`config.mk`:
```
export PLATFORM = sky130hd
export DESIGN_NAME = umf_alu
export DESIGN_NICKNAME = d
export VERILOG_FILES = /design/src/rtl/undirected_max_flow_core_assert.svh /design/src/rtl/umf_pkg.sv /design/src/rtl/umf_alu.sv
export SDC_FILE = /design/constraint.sdc
export NUM_CORES = 1
export LEC_CHECK = 0
export BUFFER_PORTS_ARGS = -buffer_cell sky130_fd_sc_hd__buf_2
export CAP_MARGIN = 20
export CORE_ASPECT_RATIO = 0.7
export CORE_MARGIN = 5
export CORE_UTILIZATION = 40
export DETAILED_ROUTE_END_ITERATION = 16
export PLACE_DENSITY_LB_ADDON = 0.25
export SETUP_SLACK_MARGIN = 0.5
export SLEW_MARGIN = 20
export SYNTH_ARGS = -nofsm -noshare
export SYNTH_HDL_FRONTEND = slang
export SYNTH_SLANG_ARGS = --single-unit
```
`constraint.sdc`:
```
create_clock -name vclk -period 9.71
set_input_delay 1.4565 -clock vclk [all_inputs]
set_output_delay 1.4565 -clock vclk [all_outputs]
set_load 0.03 [all_outputs]
```
`src/rtl/undirected_max_flow_core_assert.svh`:
```
`ifndef UNDIRECTED_MAX_FLOW_CORE_ASSERT_SVH
`define UNDIRECTED_MAX_FLOW_CORE_ASSERT_SVH

// same-cycle implication
`define UMF_ASSERT_NOW(lbl, ante, cons, msg) \
  lbl: assert property (@(posedge clk_i) disable iff (!rst_ni) (ante) |-> (cons)) \
    else $error(msg);

// next-cycle implication
`define UMF_ASSERT_NEXT(lbl, ante, cons, msg) \
  lbl: assert property (@(posedge clk_i) disable iff (!rst_ni) (ante) |=> (cons)) \
    else $error(msg);

`endif

```
`src/rtl/umf_pkg.sv`:
```
package umf_pkg;

  localparam int unsigned MAX_NODES_DEF = 128;
  localparam int unsigned ENTRY_W = 24;
  localparam int unsigned FLOW_W = 31;
  localparam logic [ENTRY_W-1:0] ENTRY_MAX = {ENTRY_W{1'b1}};
  localparam logic [FLOW_W-1:0] FLOW_MAX = {FLOW_W{1'b1}};

  typedef enum logic [1:0] {
    REG_NODE_COUNT = 2'd0,
    REG_SOURCE     = 2'd1,
    REG_SINK       = 2'd2
  } reg_idx_e;

  typedef enum logic [1:0] {
    ALU_ADD_ENTRY = 2'd0,
    ALU_ADD_FLOW  = 2'd1,
    ALU_SUB       = 2'd2,
    ALU_MIN       = 2'd3
  } alu_op_e;

  typedef struct packed {
    logic               used;
    logic [ENTRY_W-1:0] val;
  } entry_t;

endpackage

```
`src/rtl/umf_alu.sv`:
```
module umf_alu (
  input  umf_pkg::alu_op_e             op_i,
  input  logic [umf_pkg::FLOW_W-1:0]   a_i,
  input  logic [umf_pkg::FLOW_W-1:0]   b_i,
  output logic [umf_pkg::FLOW_W-1:0]   y_o
);

  logic [umf_pkg::FLOW_W:0] sum;

  assign sum = {1'b0, a_i} + {1'b0, b_i};

  always_comb begin
    case (op_i)
      umf_pkg::ALU_ADD_ENTRY: begin
        y_o = (sum > {1'b0, umf_pkg::FLOW_W'(umf_pkg::ENTRY_MAX)}) ?
              umf_pkg::FLOW_W'(umf_pkg::ENTRY_MAX) : sum[umf_pkg::FLOW_W-1:0];
      end
      umf_pkg::ALU_ADD_FLOW: begin
        y_o = sum[umf_pkg::FLOW_W] ? umf_pkg::FLOW_MAX : sum[umf_pkg::FLOW_W-1:0];
      end
      umf_pkg::ALU_SUB: y_o = a_i - b_i;
      umf_pkg::ALU_MIN: y_o = (b_i < a_i) ? b_i : a_i;
      default: y_o = a_i;
    endcase
  end

endmodule

```
### After elaboration in Yosys (flattened, before gate mapping)

Cells that the tools add are included.

* bits in registers: 0
* input bits: 64
* output and inout port bits: 31

* add/sub/neg operators: 2
* $lt $le $gt $ge: 2
* eq/ne operators: 3
* multiplexer cells: 4
* reductions and logical operators: 1

Operators by type and width (number)
* case mux 31 bit (4 select lines): 1
* two-way mux 31 bit: 3
* adder 31 x 31 -> 32 bit: 1
* > comparator 32 x 24 -> 1 bit, second input constant: 1
* less-than comparator 31 bit: 1
* subtractor 31 bit: 1
* == test 2 bit, second input constant: 2
* == test 2 x 1 -> 1 bit, second input constant: 1
* zero test 2 bit: 1

### Logic depth before layout (Yosys ltp)

Gate-level depths: netlist of the first run.

* word-level depth: 4
* depth in mapped cells: 14
* depth with buffers taken out: 14

### Worst setup path before layout of the first run

Ideal clock, no wire load.

* kind: input to output
* start: in a_i[0] (netlist name)
* end: out y_o[4] (netlist name)
* data arrival time: 4.292 ns
* required time: 8.253 ns
* slack: 3.961 ns
* stages: 12
* buffers on the path: 0
* cell sequence: ha_1 fa_1 nor2b_1 o211ai_2 a21oi_2 nor4_2 o221ai_2 and3_1 o21a_1 nand4_4 nor2_4 a221oi_1

* word-level cells in the longest chain between the ends: 4
* elaborated cells on any way between the ends: 8
* those cells by class: 2 x add/sub; 2 x order compare; 4 x mux

Ends and longest elaborated chain
* from (decl): RTL line umf_alu.sv:3 `input logic [umf_pkg::FLOW_W-1:0] a_i,`
* adder 31 x 31 -> 32 bit: RTL line umf_alu.sv:10 `assign sum = {1'b0, a_i} + {1'b0, b_i};`
* > comparator 32 x 24 -> 1 bit: RTL line umf_alu.sv:15 `y_o = (sum > {1'b0, umf_pkg::FLOW_W'(umf_pkg::ENTRY_MAX)}) ?`
* two-way mux 31 bit: RTL line umf_alu.sv:15
* case mux 31 bit (4 select lines) *: RTL line umf_alu.sv:13 `case (op_i)`
* to (decl): RTL line umf_alu.sv:5 `output logic [umf_pkg::FLOW_W-1:0] y_o`

Every way passes the cells marked *; elsewhere a longest branch is shown, timed or not.

### Worst setup path in the final report of the first run

* start: in a_i[4] (netlist name)
* end: out y_o[25] (netlist name)

The elaborated chain is that of the path after synthesis.

==> results.md, run 1 <==
* Outcome: completed
* Number of max-cap violations at 0
* Worst slew margin at 31.3%
* CP cell instances: buf_2 > ha_1 > a21oi_1 > o211ai_1 > a21oi_1 > o21ai_1 > a31oi_4 > buf_4 > mux2i_1 > a21oi_1 > a211oi_1 > o2bb2ai_1 > buf_2
* Final hold viol count at 0
* Hold buffers post-CTS at 0
* Ys Warns at 0
* Final Setup Violations at 0
* RSZ-0062 raised after global routing: no
* CP Class: in -> out
* Max Freq at roughly 0.14 GHz
* Most frequent cells in the layout: a21oi_1, buf_2, nor2_1
* Synthesized net count at roughly 860
* First-pass GRT wire length at 29.2 mm
* Final ANT Viol Nets at 0
* Total number of vias at 5,760
* Maximum VDD drop at 33.6 uV
* Initial antenna violation count at 0
* Type of origin of the critical path: primary input
* # fillers at 1,270
* Slew Viols, Final at 0
* Die height at 102 um
* Post-CTS setup buffers at 0
* Initial Util at 41.3%
* Register area at 0 um^2
* Worst slew pin tran at 1.03 ns
* Area of the multi-input gates at 4380 um^2
* Grt ovf at 0
* Util after Layout at 45.1%
* Clock buffers at 0
* Layout Area Growth over Synthesis at 9.35%
* First-pass DRT Iterations at 6
* GPL Wtd Cong at 0.960
* Tot GR Track Use at approximately 24%
* Min cycle time layout at around 7.1 ns
* Most common cell after layout, fill and taps aside: a21oi_1
* Crit path capture type: primary output
* Sequential element share of the synthesized area at 0%
* Syn Std Cell Area at approximately 4900 um^2
* Netlist cell types at between 80 and 90
* Hold Path Class: in -> out
* Power Density at 83.9 nW/um^2
* Core area at 11,800 um^2
* Rows at 33
* Max FO, Critical Path at 41
* Vias per inst at 6.16
* Setup TNS Final at 0 ns
* DRC viols at 0
* Period utilization at approximately 73%
* Critical Path Max Stage Delay at 0.53 ns
* HPWL after DPL at 14.5 mm
* Final WL at 18.4 mm
* Overall die width at 142 um
* I/O Buffers at between 90 and 100
* CP arrival at around 5.6 ns
* Wire per inst at 19.7 um
* Vias in the first global route at 5,355
* Diodes inserted at 0
* Largest net degree at the start of global routing at 42
* Share of cells above drive strength 1 at between 15 and 20%
* Number of top-level pins at 95
* DRT iter0 DRCs at 593
* Post-Synthesis Cells at 727
* Nets at slightly above 900
* FFs & Latches at 0
* P_leak at 2.38 nW
* CP Data Required Time at 8.25 ns
* Cts repair resizes at 0
* Die ar. at about 15,000 um^2
* Cell mode on critical path: a21oi_1
* Slowest stage cell, crit path: a31oi_4
* Mean post-synth cell area at 6.70 um^2
## Yosys cell counts, types with 9 or more instances
library cell   n  share of area [%]
a221oi_1       9                1.6
o31ai_1       11                1.7
ha_1          62                 16
nand2_1       40                3.1
buf_4         12                1.8
nor2_1        73                5.6
clkbuf_1      14                1.1
o21ai_0       39                4.0
nand3_1       23                2.4
a21oi_1       96                9.9
buf_2         18                1.8
inv_1         66                5.1
a21o_1        13                2.0
a211oi_1      16                2.5
xnor2_1       36                6.5
nor3_1        18                1.8
## layout make-up
| type | count | share of cell area (%) |
|---|---|---|
| timing repair buffer | 97 | 9.20 |
| multi-input combinational | 610 | 82.1 |
| tap | 157 | 3.69 |
| inverter | 71 | 5.00 |
## path summary, 6_finish.rpt
check	start	to	slack, ns	cells past startpoint
worst max-delay path	a_i[4]	y_o[25]	2.64	13
worst min-delay path	a_i[4]	y_o[4]	3.40	4
## power breakdown
part	total, mW	internal [mW]	switching [mW]
combinational	0.447	0.155	0.291
sequential	0	0	0
clock	0	0	0
total	0.447	0.155	0.291
## worst max-delay path: cells and delay by family
family / cells / cell delay [ns]
buffers and inverters: 3 / 0.82
AO/OA/AOI/OAI: 8 / 2.45
multiplexers: 1 / 0.42
adder cells (fa/ha/maj): 1 / 0.43
## metrics by stage
stage / instance area, um^2 / total power [mW] / hold slack, ns / instances / setup WS [ns]
after floorplan: 4870 / 0.327 / 3.20 / 727 / 3.96
after global placement: 5320 / 0.435 / 3.40 / 935 / 2.90
after detailed placement: 5320 / 0.437 / 3.41 / 935 / 2.84
after CTS: 5320 / 0.440 / 3.41 / 935 / 2.81
after global routing: 5330 / 0.483 / 3.43 / 935 / 2.45
final: 5330 / 0.447 / 3.40 / 935 / 2.64
## routing by layer
metal  vias to the layer above  global-route usage (%)  part of all wire (%)
met4                         0                    2.95                   1.1
met1                      2687                    37.8                    49
met5                         -                       0                     0
met2                       281                    37.2                    41
li1                       2776                       -                     -
met3                        16                    2.81                   8.9
## logic make-up after synthesis
logic type,synth area share [%]
fa+ha+maj,16.7
simple gates,21.4
compound gates,42.6
xor+xnor,7.01
mux,1.69
buf+inv,10.6
No activity file was read; power rests on OpenSTA's default activity.
==> inputs of run 2 (changes only) <==
ABC_AREA = 1   (was default)
clock period = 7.2 ns   (was 9.71 ns; I/O delays follow)
==> results.md, run 2 <==
* Number of max-cap violations at 0
* Maximum VDD drop at 46.7 uV
* Count leader, synth: nand2_1
* Type of origin of the critical path: primary input
* Fin worst setup slack at 1.98 ns
* Post-synth top cells: nand2_1, inv_1, nor2_1
* Crit path capture type: primary output
* Total number of vias at 7,907
* Initial antenna violation count at 0
* Ys Warns at 0
* Placed cell count at 1,470
* CP Class: in -> out
* Final Cell Area at ~6500 um^2
* CP arrival at 4.14 ns
* Hold buffers post-CTS at 0
* GPL Wtd Cong at 1.04
* Finished Layout Cells at 1,470
* WL met2 at 8.83 mm
* Slew Viols, Final at 0
* Place WS at between 2 and 2.5 ns
* Sequential element share of the synthesized area at 0%
* Cts repair resizes at 0
* Clock buffers at 0
* P_leak at 3.79 nW
* Clock power share at 0%
* Part of the power in registers at 0%
* Tot GR Track Use at between 20 and 30%
* Worst slew pin tran at 0.982 ns
* Initial Util at between 40% and 50%
* Share of cells above drive strength 1 at 10.7%
* Overall die width at 158 um
* Rows at 37
* Post-Synthesis Cells at 1,219
* Final ANT Viol Nets at 0
* FFs & Latches at 0
* Die height at around 110 um
* Routed length on met3 at 2.99 mm
* Vias per inst at about 5.4
* DRC viols at 0
* HPWL after DPL at 20.6 mm
* Most common cell after layout, fill and taps aside: nand2_1
* Number of top-level pins at 95
* Layout Area Growth over Synthesis at 6.54%
* Power, Total at 0.652 mW
* Setup TNS Final at 0 ns
* Max Freq at 0.192 GHz
* Core area at between 10,000 and 15,000 um^2
* DRT iter0 DRCs at 836
* Top cell type's share of synthesized area at 21.6%
* Dpl cell area at 6520 um^2
* Wl on met1 at 12.5 mm
* Min cycle time layout at 5.22 ns
* Final hold viol count at 0
* Netlist cell types at 44
* Syn Std Cell Area at 6120 um^2
* Nets at 1,405
* Largest net degree at the start of global routing at 32
* # fillers at 1,747
* Register area at 0 um^2
* Util after Layout at 43.9%
* Vias in the first global route at ~7,000
* Final WL at 24.7 mm
* Worst slew margin at 34.4%
* I/O Buffers at 95
* Cell Int Power at 0.187 mW
* Area of the multi-input gates at 4920 um^2
* Area leader, netlist: nand2_1
* Mean post-synth cell area at ~5.0 um^2
* Hold Path Class: in -> out
* First-pass DRT Iterations at 5
* RSZ-0062 raised after global routing: no
* Max FO, Critical Path at 24
* CP Data Required Time at 6.12 ns
* Sw Share at 71.3%
* Highest Signal Layer: met4
* Hold Path Depth at 4
* Period utilization at 72.5%
* First-pass GRT wire length at 38.3 mm
* Wire per inst at between 15 and 20 um
* Psw at ~0.47 mW
* Hold_ws at 2.62 ns
* Most frequent cells in the layout: nand2_1, inv_1, nor2_1
* Grt ovf at 0
* Power Density at approximately 100 nW/um^2
* Post-CTS setup buffers at 0
* Final Setup Violations at 0
* Combinational power share at 100.0%
* Synth top area cells: nand2_1, inv_1, ha_1, nor2_1, nand3_1
* Synthesized net count at around 1,300
* Outcome: completed
* Die ar. at 17,900 um^2
* Diodes inserted at 0
[run 2: cells by family after synthesis]
family / after synthesis / synth area share [%]
AND/OR/NAND/NOR: 673 / 47.1
AO/OA/AOI/OAI: 197 / 17.8
adder cells (fa/ha/maj): 64 / 13.3
buffers and inverters: 271 / 19.7
XOR/XNOR: 14 / 2.00
[run 2: worst paths after layout]
| kind | start | to | slack [ns] |
|---|---|---|---|
| worst max-delay path | b_i[9] | y_o[13] | 1.98 |
| worst min-delay path | a_i[28] | y_o[28] | 2.62 |
[run 2: final cells by class]
| cell class | instances | area share (%) |
|---|---|---|
| repair buffers | 97 | 7.52 |
| well taps | 195 | 3.74 |
| inverters | 230 | 13.3 |
| multi-input cells | 948 | 75.5 |
[run 2: power groups by stage]
stage               clock network, mW  registers [mW]  logic, mW
floorplan                           0               0      0.467
global placement                    0               0      0.636
detailed placement                  0               0      0.633
CTS                                 0               0      0.636
global route                        0               0      0.719
finish                              0               0      0.652
[run 2: critical path, stage by stage]
cell	delay, ns
buf_2	0.10
inv_1	0.04
ha_1	0.48
inv_1	0.07
a21oi_1	0.29
nand2_1	0.12
nand2_1	0.11
nand3_1	0.26
nand2_1	0.18
nand2_1	0.06
nand2_1	0.05
nand2_1	0.06
inv_1	0.05
nand2_1	0.07
nor2_4	0.58
nand3_1	0.19
nand2_1	0.11
inv_1	0.04
buf_2	0.17
[run 2: metal layers]
| layer | GRT usage (%) | vias to the layer above |
|---|---|---|
| met5 | 0 | - |
| met4 | 2.12 | 0 |
| met3 | 3.79 | 28 |
| met2 | 36.3 | 417 |
| met1 | 45.2 | 3527 |
| li1 | - | 3935 |
